[config.mk]
export PLATFORM = sky130hd
export DESIGN_NAME = nsrm_mod
export DESIGN_NICKNAME = d
export VERILOG_FILES = /design/src/nsrm_pkg.sv /design/src/nsrm_mod.sv
export SDC_FILE = /design/constraint.sdc
export NUM_CORES = 1
export LEC_CHECK = 0
export BUFFER_PORTS_ARGS = -buffer_cell sky130_fd_sc_hd__buf_2
export CORE_ASPECT_RATIO = 2
export CORE_MARGIN = 5
export CORE_UTILIZATION = 35
export DETAILED_ROUTE_END_ITERATION = 16
export PLACE_DENSITY = 0.57
export REMOVE_ABC_BUFFERS = 1
export SYNTH_ARGS = -nofsm -noshare
export SYNTH_HDL_FRONTEND = slang
export SYNTH_SLANG_ARGS = --single-unit
[constraint.sdc]
create_clock -name clk -period 2.95 [get_ports clk]
set_input_delay 0.1475 -clock clk [delete_from_list [all_inputs] [get_ports clk]]
set_output_delay 0.1475 -clock clk [all_outputs]
set_load 0.01 [all_outputs]
[src/nsrm_pkg.sv]
// Package for the n-step replay memory: sizes, record type, controller states.
// No dependencies.
`timescale 1ns / 1ps
package nsrm_pkg;
  localparam int MemDepth = 1024;
  localparam int MemAw = $clog2(MemDepth);
  localparam int CntW = $clog2(MemDepth + 1);
  localparam int EpDepth = 256;
  localparam int EpAw = $clog2(EpDepth);
  localparam int LenW = $clog2(EpDepth + 1);
  localparam int SumW = 40;
  localparam int RecW = 16 * 4 + SumW + 1;
  localparam int EpW = 16 + 16 + 32;
  localparam int RandW = 32;

  localparam logic CFG_N_STEP = 1'b0;
  localparam logic CFG_BATCH = 1'b1;

  typedef struct packed {
    logic [15:0] graph;
    logic [15:0] state;
    logic [15:0] action;
    logic [SumW-1:0] ret;
    logic [15:0] next_state;
    logic terminal;
  } rec_t;

  typedef enum logic [3:0] {
    ST_IDLE, ST_SUM_RD, ST_SUM_WR, ST_EM_RD, ST_EM_AH, ST_EM_WR,
    ST_DIV, ST_SMP_RD, ST_SMP_OUT
  } state_t;
endpackage

[src/nsrm_mod.sv]
// Restoring divider remainder: value mod divisor, one quotient bit a cycle.
// Depends on nsrm_pkg.
`timescale 1ns / 1ps
module nsrm_mod
  import nsrm_pkg::*;
(
  input  logic             clk,
  input  logic             rst,
  input  logic             go,
  input  logic [RandW-1:0] value,
  input  logic [CntW-1:0]  divisor,
  output logic             done,
  output logic [MemAw-1:0] rem
);
  logic [RandW-1:0] sh;
  logic [CntW:0] acc;
  logic [5:0] cnt;
  logic busy;
  logic [CntW:0] trial;

  assign trial = {acc[CntW-1:0], sh[RandW-1]};
  assign rem = acc[MemAw-1:0];

  always_ff @(posedge clk) begin
    if (rst) begin
      busy <= 1'b0;
      done <= 1'b0;
    end else begin
      done <= 1'b0;
      if (go) begin
        busy <= 1'b1;
        cnt <= 6'(RandW);
        sh <= value;
        acc <= '0;
      end else if (busy) begin
        sh <= {sh[RandW-2:0], 1'b0};
        acc <= (trial >= {1'b0, divisor}) ? trial - {1'b0, divisor} : trial;
        cnt <= cnt - 6'd1;
        if (cnt == 6'd1) begin
          busy <= 1'b0;
          done <= 1'b1;
        end
      end
    end
  end
endmodule

Yosys cells after proc, flatten, opt, wreduce, memory -nomap -nowiden
Index checks and enable logic that the tools add are counted.
{"block": "word_totals", "reg_bits": 51, "in_bits": 46, "output_inout_bits": 11, "wordCells": 23}
{"block": "classes", "addsub": 2, "order_cmp": 1, "n_eq_ne": 1, "muxes": 9, "bitwise": 2, "n_reduce_logical": 3}
{"operator": "$mux 32", "count": 2}
{"operator": "$mux 11", "count": 2}
{"operator": "$ge 12x11->1", "count": 1}
{"operator": "$sub 11x11->11", "count": 1}
{"operator": "$eq 6x1->1 const B", "count": 1}
{"operator": "$mux 6", "count": 1}
{"operator": "$sub 6x1->6 const B", "count": 1}
{"operator": "$mux 1", "count": 4}
{"operator": "$reduce_or 3->1", "count": 1}
{"operator": "$not 1->1", "count": 2}
{"operator": "$reduce_and 2->1", "count": 1}
{"operator": "$reduce_bool 2->1", "count": 1}

Longest topological paths before layout
{"block": "depth", "word_depth": 4, "mapped_depth": 11, "depth_no_buf": 9}

Worst setup path after synthesis
No wires, ideal clock.
{"block": "synth_path", "path_kind": "input-to-reg", "from": "in go", "to": "reg acc[0] (enable)", "setup_time_ns": 0.456, "arrival_ns": 2.619, "required_time_ns": 2.494, "setup_slack_ns": -0.126, "path_stages": 3, "path_buffers": 1, "cell_sequence": "clkbuf_1 > nor2_1 > nor2_1"}
{"block": "synth_via", "elab_chain_cells": 2}
{"element": "start: declaration", "line_no": "nsrm_mod.sv:9", "rtl": "input logic go,"}
{"element": "$reduce_bool 2->1 (no source line)"}
{"element": "$reduce_and 2->1 (no source line)"}
{"element": "end signal: assignment", "line_no": "nsrm_mod.sv:37", "rtl": "acc <= (trial >= {1'b0, divisor}) ? trial - {1'b0, divisor} : trial;"}
{"element": "end: declaration", "line_no": "nsrm_mod.sv:16", "rtl": "logic [CntW:0] acc;"}
No other way between the ends.
A chain may end at the register's enable or synchronous reset.

Final worst setup path
{"block": "layout_path", "from": "reg sh[31]", "to": "reg acc[7] (data pin)"}
{"block": "layout_via", "elab_chain_cells": 3, "elab_cells_between_ends": 4, "classes_between": "1 x add/sub; 1 x order compare; 2 x mux"}
{"element": "start: declaration", "line_no": "nsrm_mod.sv:15", "rtl": "logic [RandW-1:0] sh;"}
{"element": "start signal: assignment", "line_no": "nsrm_mod.sv:33", "rtl": "sh <= value;"}
{"element": "start signal: assignment", "line_no": "nsrm_mod.sv:36", "rtl": "sh <= {sh[RandW-2:0], 1'b0};"}
{"element": "$sub 11x11->11 / $ge 12x11->1 (equally long branches)", "line_no": "nsrm_mod.sv:37"}
{"element": "$mux 11 (*)", "line_no": "nsrm_mod.sv:37"}
{"element": "$mux 11 (*)", "line_no": "nsrm_mod.sv:35", "rtl": "end else if (busy) begin"}
Every way passes the cells marked *; elsewhere a longest branch is shown, timed or not. The select of a mux whose other input is x is not followed.

==> metrics.md <==
| Metric | Value |
|---|---|
| Global route overflow | `0` |
| Max H-tree Level | `2` |
| Slew Viols, Final | `0` |
| Fmax | `416 MHz` |
| Post-CTS sizing | `0` |
| Drt wl/cell | `15.3 um` |
| Die height | `138 um` |
| CP Data Required Time | `2.97 ns` |
| First DRT Iteration DRCs | `54` |
| TritonCTS clock tree | `yes` |
| Relative slew margins | `57.9%` |
| Total number of vias | `1,880` |
| Die area | `0.0102 sq mm` |
| Layout fillers | `775` |
| Final setup violation count | `0` |
| WP data arrival | `2.42 ns` |
| Period utilization | `81.4%` |
| FF+latch count, synth | `51` |
| Gr usage total | `12.0%` |
| Status | `completed` |
| Tmin final | `2.40 ns` |
| I/O Buffers | `56` |
| Mapped cell area | `0.00287 sq mm` |
| Antenna diodes | `0` |
| Setup repair after global routing missed its margin | `false` |
| Worst path slowest cell | `fa_1` |
| Pre-CTS WS | `0.540 ns` |
| Syn Area/Cell | `12.3 sq um` |
| Post-Syn Instances | `234` |
| Drc violations | `0` |
| Synth top area share | `51.3%` |
| Routed Antenna Nets | `0` |
| Ports | `57` |
| Kind of critical path | `flop to flop` |
| CP Max Fanout | `17` |
| Chip Width | `74.0 um` |
| First-pass GRT wire length | `9520 um` |
| Area taken by multi-input logic gates | `0.00118 sq mm` |
| Nets | `344` |
| Vias in the first global route | `2,048` |
| Cts hold-fix bufs | `0` |
| CTS sink cnt | `51` |
| Longest Clk Path Bufs | `2` |
| Maximum VDD drop | `455 uV` |
| Post-synth EDFFs | `49` |
| Avg Vias per Cell | `4.93` |
| Register Area | `0.00151 sq mm` |
| Final hold violations | `0` |
| Antenna violations before repair | `0` |
| Initial Util | `35.9%` |
| Share of layout cells above drive strength 1 | `36.8%` |
| Rows | `46` |
| Gp weighted congestion | `0.830` |
| HPWL Detailed | `4480 um` |
| Synth warn | `0` |
| Post-synth top flop | `edfxtp_1` |
| Critical Path Sink Type | `flop` |
| Post-CTS setup buffers | `0` |
| Layout area overhead | `16.8%` |
| HP Class | `input pin to flop` |
| Total power draw | `0.00195 W` |
| MaxCap Viol Count | `0` |
| Leakage power | `1.35 nW` |
| Post-Route WL | `5840 um` |
| Top cells by area, synth | `edfxtp_1 (51%), mux2_2 (12%), ha_1 (5.7%)` |
| Power Dens Cells | `581 mW/mm^2` |
| Post-synth ARST share | `0%` |
| Core outline area | `0.00800 sq mm` |
| Clk Tree Root Cell | `clkbuf_16` |
| Dpl cell area | `0.00319 sq mm` |
| CP max stage delay | `0.40 ns` |
| Cell variety after synth | `40` |
| TritonRoute pass-1 iters | `4` |
| Clock skew | `0.00711 ns` |
| Largest net degree at the start of global routing | `49` |
| Fin util | `41.9%` |
| Worst-skew pair later-pin latency | `0.29 ns` |
| Largest area contributor in the netlist | `edfxtp_1` |
| Reg clk slew, reported paths | `0.07 ns` |
| Sequential area share after synthesis | `52.7%` |
| Cts bufs inserted | `5` |
| Worst Setup Start Kind | `flop` |
| Fin area | `0.00335 sq mm` |
| Worst-Margin Slew | `0.631 ns` |
| Setup_tns | `0 ns` |
| Critical-path cell list | `inv_1 -> ha_1 -> fa_1 -> and2b_1 -> o22ai_2 -> a21oi_2 -> o31a_1 -> buf_4 -> mux2i_1 -> nor2_1` |
| Final critical-path setup slack | `0.547 ns` |
[metal layers]
| layer | vias up | global-route usage, % | wire length [um] |
|---|---|---|---|
| met5 | - | 0 | 0 |
| met4 | 0 | 6.49 | 213 |
| met1 | 878 | 11.9 | 2000 |
| met3 | 13 | 2.18 | 269 |
| li1 | 940 | - | - |
| met2 | 49 | 22.2 | 3360 |
[synth_stat cells, types with 2 or more instances]
| library cell | instances |
|---|---|
| edfxtp_1 | 49 |
| mux2_2 | 31 |
| nor2_1 | 27 |
| inv_1 | 17 |
| ha_1 | 13 |
| buf_4 | 10 |
| o21ai_0 | 8 |
| a21oi_1 | 7 |
| nand2_1 | 7 |
| o21a_1 | 6 |
| xnor2_1 | 6 |
| nor3_1 | 5 |
| mux2i_1 | 4 |
| a211oi_2 | 3 |
| buf_1 | 3 |
| nor3b_1 | 3 |
| xor2_1 | 3 |
| a31o_1 | 2 |
| a31oi_1 | 2 |
| and2_1 | 2 |
| and3_1 | 2 |
| clkbuf_1 | 2 |
| dfxtp_1 | 2 |
| nand3_1 | 2 |
| nand4_1 | 2 |
| o31a_1 | 2 |
[state kept, by name (all words and copies together), names as in the netlist]
name / count
acc: 11
busy: 1
cnt: 6
done: 1
sh: 32
[path summary, 6_finish.rpt]
check	startpoint	end	slack [ns]	cells past startpoint
worst min register to register	busy	done	0.49	1
worst max-delay path	sh[31]	acc[7]	0.55	10
worst max register to register	sh[31]	acc[7]	0.55	10
worst min-delay path	rst	done	0.07	2
[critical path: cells and delay by family, from the launching register on]
kind	cells	cell delay, ns
AO/OA/AOI/OAI	3	0.40
adder cells (fa/ha/maj)	2	0.60
buffers and inverters	2	0.28
multiplexers	1	0.21
flip-flops	1	0.35
AND/OR/NAND/NOR	2	0.29
[layout by cell type (no fill, tap or decap), types with 2 or more instances in the layout]
cell type   n
a211oi_2    3
xnor2_1     6
and3_1      2
nand4_1     2
nand2_1     7
a31oi_1     2
and2_1      2
o31a_1      2
ha_1       13
inv_1      17
nor3_1      5
buf_4       4
edfxtp_1   49
xor2_1      3
nor2_1     26
buf_2      56
clkbuf_16   5
nor3b_1     3
o21a_1      6
mux2_2     31
dfxtp_1     2
o21ai_0     8
a21oi_1     7
nand3_1     2
mux2i_1     4
a31o_1      2
[cells by family after synthesis]
kind of cell,Yosys count,synth area share (%)
adder cells (fa/ha/maj),14,6.37
AND/OR/NAND/NOR,56,9.33
flip-flops,51,52.7
multiplexers,35,13.6
buffers and inverters,34,6.41
AO/OA/AOI/OAI,35,8.90
XOR/XNOR,9,2.75
[layout make-up]
type / count / area share (%)
Inverter: 17 / 1.90
Multi-Input combinational cell: 149 / 35.3
Tap cell: 96 / 3.58
Clock buffer: 5 / 3.73
Timing Repair Buffer: 60 / 9.26
Sequential cell: 51 / 45.1
Clock inverter: 3 / 1.16
[power breakdown]
group / switching (W) / total [W] / internal (W)
sequential: 0.0000274 / 0.000894 / 0.000867
clock: 0.000251 / 0.000647 / 0.000396
combinational: 0.000216 / 0.000405 / 0.000189
[stage by stage]
step / cells / hold WS [ns]
2_1_floorplan: 217 / 0.224
3_3_place_gp: 373 / 0.374
3_5_place_dp: 373 / 0.373
4_1_cts: 381 / 0.0661
5_1_grt: 381 / 0.0667
6_report: 381 / 0.0748
Note: power is estimated with default switching activity, not from simulation.
