[src/nsrm_ram.sv]
// Generic single-port-write, single-read synchronous RAM, registered read.
// No dependencies.
`timescale 1ns / 1ps
module nsrm_ram #(
  parameter int Width = 8,
  parameter int Depth = 16
) (
  input  logic                     clk,
  input  logic                     we,
  input  logic [$clog2(Depth)-1:0] waddr,
  input  logic [Width-1:0]         wdata,
  input  logic [$clog2(Depth)-1:0] raddr,
  output logic [Width-1:0]         rdata
);
  logic [Width-1:0] mem [Depth];
  always_ff @(posedge clk) begin
    if (we) mem[waddr] <= wdata;
    rdata <= mem[raddr];
  end
endmodule

[config.mk]
export PLATFORM = sky130hd
export DESIGN_NAME = nsrm_ram
export DESIGN_NICKNAME = d
export VERILOG_FILES = /design/src/nsrm_ram.sv
export SDC_FILE = /design/constraint.sdc
export NUM_CORES = 1
export LEC_CHECK = 0
export ABC_CLOCK_PERIOD_IN_PS = 2950
export BUFFER_PORTS_ARGS = -buffer_cell sky130_fd_sc_hd__buf_2
export CORE_UTILIZATION = 31
export DETAILED_ROUTE_END_ITERATION = 8
export REMOVE_ABC_BUFFERS = 1
export SYNTH_ARGS = -nofsm -noshare
export SYNTH_HDL_FRONTEND = slang
export SYNTH_SLANG_ARGS = --single-unit
export TNS_END_PERCENT = 100
[constraint.sdc]
create_clock -name clk -period 2.95 [get_ports clk]
set_clock_uncertainty 0.1 [all_clocks]
set_input_delay 0.7375 -clock clk [delete_from_list [all_inputs] [get_ports clk]]
set_output_delay 0.7375 -clock clk [all_outputs]
set_load 0.03 [all_outputs]
# Word level (Yosys, flattened, before mapping)
# Memory sizes are Yosys's and may differ from the RTL's. A register that Yosys moved wholly into a read port is not among the register bits.
# Index checks and enable logic that the tools add are counted.
# word_totals
regBits,0
memories,1
ramBits,128
elab_cells,3
out_inout_bits,8
# mem_list
memory,words,word_bits,read_ports,rd_ports_with_merged_regs,wr,line_no,rtl
mem,16,8,1,1,1,15,logic [Width-1:0] mem [Depth];
# op_classes
muxes,2
# ops
cell,count
2-to-1 mux 1 bit,2

# Logic depth before layout (Yosys ltp)
# Gate-level depths: netlist of run 1.
# depth
ltp_word,2
ltp_mapped,5

# Least setup slack after synthesis of run 1
# Ideal clock, no wire load.
# synth_timing
kind,in2reg
from,input waddr[2]
to,"memory mem[0][0], enable pin"
required_ns,2.467
slack_ns,0.620
cell_stages,2
arrival_ns,1.847
setup_time_ns,0.383
path_cell_list,or3b_2 nor3_1
# synth_rtl
element,line_no,rtl
from (decl),10,"input logic [$clog2(Depth)-1:0] waddr,"
to (decl),15,
# Straight into the memory's write port.

==> flow_summary.json, run 1 <==
{
  "ys_ff_latch": 136,
  "setup_tns_ns": 0,
  "mostFrequentLayoutCells": "edfxtp_1, buf_2, mux4_2",
  "core_area_um2": 16100,
  "cts_made_buffers": 17,
  "first_global_vias": 2660,
  "cts_hold_buf": 0,
  "grtUsageTotal_pct": 13.1,
  "cp_slowest_cell": "mux4_1",
  "dp.cells": 478,
  "nets": 299,
  "row_count": 46,
  "p_per_area_nw_per_um2": 744,
  "swShare_pct": 19.2,
  "final_common_cell": "edfxtp_1",
  "final-hold-violation-count": 0,
  "drt-pass1-iter-count": 5,
  "die_w_um": 131,
  "slew_headroom_pct": 47.5,
  "dp_hpwl_um": 6410,
  "hp-class": "reg2reg",
  "crit_type": "in2reg",
  "fp.dieH_um": 131,
  "cp_data_arrival_time_ns": 2.11,
  "grt_start_max_net_pins": 33,
  "start_util_pct": 32.1,
  "viasPerCell": 4.76,
  "path_buf_inv": 2,
  "synth-seq-area-share_pct": 77.8,
  "io_pins": 26,
  "drc": 0,
  "syn_inst": 229,
  "ctsResizeCount": 0,
  "synthTopCellsByArea": "edfxtp_1, mux4_2, mux4_1",
  "p_clk_share_pct": 48.6,
  "crit_required_ns": 3.13,
  "grt_antenna_before_repair": 0,
  "synth_top_area_share_pct": 74.7,
  "diodes": 0,
  "internal_power_mw": 3.76,
  "rsz0062_at_grt": "no",
  "first_iter_violations": 221,
  "worst_pin_slew_ns": 0.784,
  "cpLargestDelayFamily": "multiplexers",
  "start_kind": "input port",
  "grt_pass1_wl_um": 15400,
  "endpoint_kind": "flop",
  "gp_congestion": 0.676,
  "p_seq_share_pct": 46.7,
  "switchingPower_mw": 0.895,
  "cp_max_fo": 32,
  "cts_buffer_depth": 2,
  "area_growth_pct": 21.6,
  "clk_latency_ns": 0.40,
  "wl_um": 9990,
  "wl_per_cell_um": 19.6,
  "drive_above_1_share_pct": 31.6,
  "vias": 2429,
  "cpPeakStageDelay_ns": 0.60,
  "finalNonFillerCells": 510,
  "maxSlewViolCount": 0,
  "clk_pin_slew_ns": 0.05,
  "synth_area_leader_cell": "edfxtp_1",
  "post_cts_buffers": 0,
  "grt_overflow": 0,
  "yosys_warnings": 0,
  "cts_tree": "yes",
  "post-route-min-period_ns": 1.93,
  "root_buffer": "clkbuf_16",
  "max_freq_ghz": 0.518,
  "cts.sinks": 136,
  "fin_crit_sh_pct": 65.4,
  "ctsHtreeMaxLevel": 4,
  "cap_violations": 0,
  "synth.distinct_cells": 19,
  "port_buffers": 25,
  "dieArea_um2": 17100,
  "ant_nets": 0,
  "cp_cell_sequence": "buf_2 -> buf_12 -> mux4_1 -> a22oi_1 -> nand2_1",
  "setup_viol": 0,
  "synthesis.area_um2": 5150,
  "p_leak_nw": 2.11,
  "avgSynthCellArea_um2": 22.5,
  "ir_worst_vdd_uv": 334,
  "pwr-share-comb_pct": 4.8,
  "outcome": "completed"
}
==> path summary, 6_finish.rpt <==
path | depth (start not counted) | to | from | slack, ns
max reg2reg | 3 | rdata[1] | mem[0][1] | 1.47
min | 3 | rdata[1] | mem[11][1] | 0.57
min reg2reg | 3 | rdata[1] | mem[11][1] | 0.57
max | 5 | rdata[1] | raddr[0] | 1.02
==> cells in the mapped netlist <==
| master | instances |
|---|---|
| nand3b_1 | 2 |
| mux4_2 | 18 |
| clkdlybuf4s25_2 | 3 |
| nor2_1 | 13 |
| mux4_1 | 14 |
| buf_6 | 3 |
| a22oi_1 | 16 |
| or3b_2 | 1 |
| nor3_1 | 4 |
| edfxtp_1 | 128 |
| nand2b_1 | 2 |
| buf_4 | 1 |
| nand2_1 | 9 |
| nor2b_1 | 1 |
| and2b_1 | 1 |
| and2_1 | 1 |
| nand3_1 | 1 |
| dfxtp_1 | 8 |
| buf_2 | 3 |
==> logic make-up (layout without fill, tap and decap cells) <==
logic type / after synthesis / in the layout / share of synthesized area [%]
muxes: 32 / 32 / 15.0
DFF: 136 / 136 / 77.8
AOI/OAI and AO/OA: 16 / 16 / 2.33
buffers and inverters: 10 / 75 / 1.68
and+or+nand+nor: 35 / 35 / 3.18
==> registers in the layout, summed over array words and instances (netlist names) <==
signal / flops
rdata: 8
mem: 128
==> worst reg2reg max path, stage by stage (launching register included) <==
cell and delay, ns:
edfxtp_1 0.37, mux4_1 0.50, a22oi_1 0.30, nand2_1 0.09
==> stage by stage <==
stage	util, %	power [mW]	setup slack, ns	hold WS [ns]	instance area, µm²
after global routing	39.0	4.80	0.975	0.602	6260
final	39.0	4.66	1.02	0.574	6260
after floorplan	-	2.32	0.620	0.529	5060
after global placement	35.0	2.43	0.651	0.553	5620
after detailed placement	35.0	2.44	0.617	0.558	5620
after CTS	39.0	4.70	1.04	0.569	6260
==> metal layers <==
layer  track usage [%]  vias to the layer above  wire length [µm]
li1                  -                     1083                 -
met1              16.8                     1254              4480
met2              20.8                       85              4840
met3              3.99                        7               616
met4              5.07                        0                55
met5                 0                        -                 0
==> layout make-up <==
cell class	instances	area [µm²]
Tap cell	216	270
Clock buffer	19	443
Clock inverter	13	201
Timing Repair Buffer	43	285
Multi-Input combinational cell	83	1060
Sequential cell	136	4000
Fill cell	1442	9800
==> power by group through the flow <==
stage,clock [mW],sequential (mW),combinational [mW]
finish,2.26,2.17,0.222
floorplan,0,2.24,0.0866
detailed placement,0,2.21,0.225
global route,2.38,2.18,0.241
CTS,2.30,2.17,0.226
global placement,0,2.21,0.219
Power figures use the tool's default switching activity.
==> run 2: changes to the inputs <==
Settings changed: ABC_AREA set to 1, ABC_CLOCK_PERIOD_IN_PS 2950 to 1750.
Clock period 2.95 ns to 1.75 ns, I/O delays scaled along.
==> flow_summary.json, run 2 <==
{
  "outcome": "completed",
  "hp-class": "in2reg",
  "yosys_warnings": 0,
  "drt-pass1-iter-count": 5,
  "dp_hpwl_um": 8300,
  "cts_hold_buf": 0,
  "synthArstFlopShare_pct": 0,
  "netlist_top_cells_count": "nand2_1, edfxtp_1, inv_1",
  "grt_overflow": 0,
  "synth.distinct_cells": 12,
  "drive_above_1_share_pct": 12.4,
  "cts_buffer_depth": 2,
  "io_pins": 26,
  "gp_congestion": 0.839,
  "vias": 3835,
  "ant_nets": 0,
  "crit_required_ns": 1.21,
  "syn_inst": 551,
  "cp_slowest_cell": "dfxtp_1",
  "dp.cells": 805,
  "synth_fa_ha_area_share_pct": 0,
  "clk_latency_ns": 0.42,
  "path_buf_inv": 1,
  "p_per_area_nw_per_um2": 1080,
  "post-route-min-period_ns": 1.56,
  "finalNonFillerCells": 836,
  "yosys.area_share.simple_pct": 21.0,
  "synth-seq-area-share_pct": 69.4,
  "ir_worst_vdd_uv": 756,
  "port_buffers": 25,
  "grt_start_max_net_pins": 65,
  "synth_edf_count": 128,
  "synth.area.mux_share_pct": 0,
  "die_w_um": 138,
  "core_area_um2": 18100,
  "routed.top_layer": "met4",
  "clk_pin_slew_ns": 0.05,
  "ctsHtreeMaxLevel": 4,
  "synth_compound_area_share_pct": 0,
  "setup_tns_ns": 0,
  "cp_max_fo": 1,
  "nets": 613,
  "holdWs_ns": 0.219,
  "first_global_vias": 3699,
  "regMostFlops": "mem",
  "cpPeakStageDelay_ns": 0.38,
  "root_buffer": "clkbuf_16",
  "wl_um": 12800,
  "synth_area_leader_cell": "edfxtp_1",
  "fin_crit_sh_pct": 89.1,
  "synth-main-ff-cell": "edfxtp_1",
  "grt_antenna_before_repair": 0,
  "r2r_setup_slack_ns": 0.66,
  "fp.dieH_um": 138,
  "synth_top_area_share_pct": 66.7,
  "final_common_cell": "nand2_1",
  "viasPerCell": 4.59,
  "cp_data_arrival_time_ns": 1.02,
  "cp.depth": 1,
  "rsz0062_at_grt": "no",
  "grtUsageTotal_pct": 14.3,
  "grt_pass1_wl_um": 20200,
  "endpoint_kind": "output port",
  "mostFrequentLayoutCells": "nand2_1, edfxtp_1, inv_1",
  "setup_viol": 0,
  "final-hold-violation-count": 0,
  "hold_path_depth": 3,
  "worstRegToRegCells": 6,
  "dr_wl_met3_um": 605,
  "cts_made_buffers": 17,
  "maxSlewViolCount": 0,
  "dieArea_um2": 19200,
  "slew_headroom_pct": 76.6,
  "ctsResizeCount": 0,
  "first_iter_violations": 326,
  "route.met2.wl_um": 6310,
  "largest_reg_flops": 128,
  "synthesis.area_um2": 5770,
  "area_growth_pct": 17.5,
  "drc": 0,
  "synthXorXnorAreaFrac_pct": 0,
  "cts.sinks": 136,
  "cts_tree": "yes",
  "post_cts_buffers": 0,
  "final_util_pct": 37.5,
  "diodes": 0,
  "ys_ff_latch": 136,
  "row_count": 49,
  "crit_type": "reg2out",
  "synth_top_family_by_area": "simple AND/OR/NAND/NOR gates",
  "wl_per_cell_um": 15.3,
  "max_freq_ghz": 0.641,
  "synth.most_common_cell": "nand2_1",
  "synthTopCellsByArea": "edfxtp_1, nand2_1, nand3_1",
  "cp_cell_sequence": "buf_2",
  "p_leak_nw": 2.91,
  "start_kind": "flop",
  "start_util_pct": 31.9,
  "worst_pin_slew_ns": 0.350,
  "avgSynthCellArea_um2": 10.5,
  "cpLargestDelayFamily": "flip-flops",
  "reg.largest.list": "mem: 128 flops, rdata: 8 flops",
  "drt-met1-wl_um": 5690,
  "cap_violations": 0
}
run 2: changes by cell type after synthesis, sizes merged, moves of 16 or more:
cell | before | now
a22oi | 16 | 0
buf | 7 | 24
inv | 0 | 102
mux4 | 32 | 0
nand2 | 9 | 173
nand3 | 1 | 97
run 2: layer usage:
| metal | track usage, % | up-vias |
|---|---|---|
| met1 | 17.7 | 1854 |
| met3 | 3.50 | 17 |
| met2 | 23.6 | 107 |
| met4 | 6.21 | 0 |
| li1 | - | 1857 |
| met5 | 0 | - |
run 2: worst reg2reg max path, cell delays in order (launching register included):
cell	delay (ns)
edfxtp_1	0.39
inv_1	0.08
nand2_1	0.06
nand3_1	0.09
nand3_1	0.11
nand3_1	0.09
nand2_1	0.07
run 2: area by class of cell:
cell class / count / area, µm²
Tap cell: 229 / 287
Fill cell: 1738 / 11300
Inverter: 102 / 383
Timing Repair Buffer: 49 / 368
Clock buffer: 19 / 433
Clock inverter: 12 / 86.3
Sequential cell: 136 / 4000
Multi-Input combinational cell: 289 / 1210
run 2: final timing paths:
| path | from | to |
|---|---|---|
| worst max-delay path | rdata[6] | rdata[6] |
| worst min-delay path | raddr[3] | rdata[1] |
| worst max register to register | mem[1][5] | rdata[5] |
| worst min register to register | mem[12][2] | rdata[2] |
run 2: cells by family after synthesis:
| group | count (synthesis) |
|---|---|
| AND/OR/NAND/NOR | 289 |
| flip-flops | 136 |
| buffers and inverters | 126 |
run 2: metrics by stage:
| stage | power (mW) | instance area (µm²) | worst slack, ns |
|---|---|---|---|
| 2_1_floorplan | 3.97 | 5600 | 0.232 |
| 3_3_place_gp | 4.22 | 6250 | 0.187 |
| 3_5_place_dp | 4.23 | 6250 | 0.174 |
| 4_1_cts | 7.34 | 6770 | 0.145 |
| 5_1_grt | 7.53 | 6770 | 0.155 |
| 6_report | 7.29 | 6770 | 0.190 |
run 2: where the power goes:
group | switching (mW) | internal [mW]
combinational | 0.343 | 0.147
clock | 1.23 | 1.90
sequential | 0.0239 | 3.64
==> run 3: changes to the inputs <==
Settings changed: GPL_TIMING_DRIVEN set to 0.
==> flow_summary.json, run 3 (synthesized netlist as in run 2, its figures left out) <==
{
  "outcome": "completed",
  "ctsHtreeMaxLevel": 4,
  "ir_worst_vdd_uv": 580,
  "cts.sinks": 136,
  "max_freq_ghz": 0.618,
  "fin_crit_sh_pct": 92.4,
  "grtUsageTotal_pct": 13.6,
  "grt_pass1_wl_um": 19500,
  "mostFrequentLayoutCells": "nand2_1, edfxtp_1, inv_1",
  "reg.largest.list": "mem: 128 flops, rdata: 8 flops",
  "holdCritStartpoint": "raddr[3]",
  "p_leak_nw": 2.82,
  "start_kind": "input port",
  "cp_max_fo": 65,
  "rsz0062_at_grt": "yes",
  "grt_overflow": 0,
  "clk_latency_ns": 0.42,
  "crit_type": "in2reg",
  "r2r_end": "rdata[7]",
  "largest_reg_flops": 128,
  "cts_buffer_depth": 2,
  "post-route-min-period_ns": 1.62,
  "cts_hold_buf": 0,
  "die_w_um": 138,
  "area_growth_pct": 15.6,
  "grt_antenna_before_repair": 0,
  "post_cts_buffers": 0,
  "start_util_pct": 31.9,
  "setup_tns_ns": 0,
  "wl_per_cell_um": 15.2,
  "r2r_setup_slack_ns": 0.51,
  "worstRegToRegCells": 6,
  "gp_congestion": 0.715,
  "final_common_cell": "nand2_1",
  "maxSlewViolCount": 0,
  "diodes": 0,
  "first_global_vias": 3516,
  "worst_pin_slew_ns": 0.799,
  "row_count": 49,
  "nets": 589,
  "endpoint_kind": "flop",
  "startpoint": "raddr[0]",
  "grt_start_max_net_pins": 66,
  "fp.dieH_um": 138,
  "dieArea_um2": 19200,
  "first_iter_violations": 274,
  "cap_violations": 0,
  "cts_tree": "yes",
  "drive_above_1_share_pct": 10.1,
  "cp-endpoint": "rdata[6]",
  "drc": 0,
  "drt-pass1-iter-count": 5,
  "cp_data_arrival_time_ns": 1.82,
  "port_buffers": 25,
  "ant_nets": 0,
  "cts_made_buffers": 17,
  "p_per_area_nw_per_um2": 1190,
  "slew_headroom_pct": 46.6,
  "setup_viol": 0,
  "final-hold-violation-count": 0,
  "wl_um": 12400,
  "regMostFlops": "mem",
  "clk_pin_slew_ns": 0.06,
  "viasPerCell": 4.46,
  "crit_required_ns": 1.95,
  "core_area_um2": 18100,
  "vias": 3630,
  "dp_hpwl_um": 7310,
  "power.total_mw": 7.91,
  "hp-class": "in2reg",
  "root_buffer": "clkbuf_16",
  "r2r-start": "mem[1][7]",
  "io_pins": 26
}
## run 3: cell types whose count changed in the layout (fill, tap and decap cells not counted), moves of 2 or more
cell,previous run,this run
clkinv_4,0,4
buf_2,25,23
clkbuf_1,2,0
buf_4,19,1
clkinv_1,5,0
buf_12,5,0
bufinv_16,1,4
clkinv_2,3,1
inv_6,0,2
## run 3: per-layer routing
layer | vias to the layer above | track usage, % | share of wire, %
met4 | 0 | 5.20 | 1.1
met2 | 81 | 22.0 | 48
met5 | - | 0 | 0
met3 | 12 | 2.63 | 4.1
met1 | 1724 | 18.0 | 47
li1 | 1813 | - | -
## run 3: per-stage QoR
step	utilization (%)	hold slack [ns]	instances	setup slack [ns]	instance area, µm²
after floorplan	-	0.436	527	0.232	5600
after global placement	33.2	0.569	781	-1.48	6010
after detailed placement	33.2	0.550	781	-1.44	6010
after CTS	36.8	0.263	813	0.0392	6660
after global routing	36.8	0.286	813	-0.00265	6660
final	36.8	0.274	813	0.132	6660
## run 3: worst min-delay path by stage
| stage | to | slack, ns | depth (start not counted) |
|---|---|---|---|
| final | rdata[4] | 0.27 | 3 |
| after global routing | rdata[2] | 0.29 | 3 |
| after CTS | rdata[4] | 0.26 | 3 |
| after detailed placement | rdata[4] | 0.55 | 6 |
| after global placement | rdata[4] | 0.57 | 6 |
| after floorplan | mem[0][0] | 0.44 | 0 |
## run 3: repair_timing
item,in CTS,in global routing
resized for setup,4,1
gates cloned,0,0
endpoints found under the setup margin,8,8
## run 3: final cells by class
type | instances | area [µm²]
well taps | 229 | 287
clock inverters | 14 | 199
flip-flops and latches | 136 | 4000
inverters | 102 | 388
fillers | 1702 | 11400
multi-input cells | 289 | 1210
clock buffers | 18 | 439
repair buffers | 25 | 134
## run 3: critical path, stage by stage
cell     delay (ns)
buf_6          0.40
inv_6          0.28
nand2_1        0.14
nand2_1        0.07
nand2_1        0.07
nand3_1        0.09
nand3_1        0.18
nand2_1        0.09
## run 3: where the power goes
| part | switching, mW | internal (mW) |
|---|---|---|
| Clock | 1.36 | 2.43 |
| Combinational | 0.343 | 0.115 |
| Sequential | 0.0179 | 3.64 |
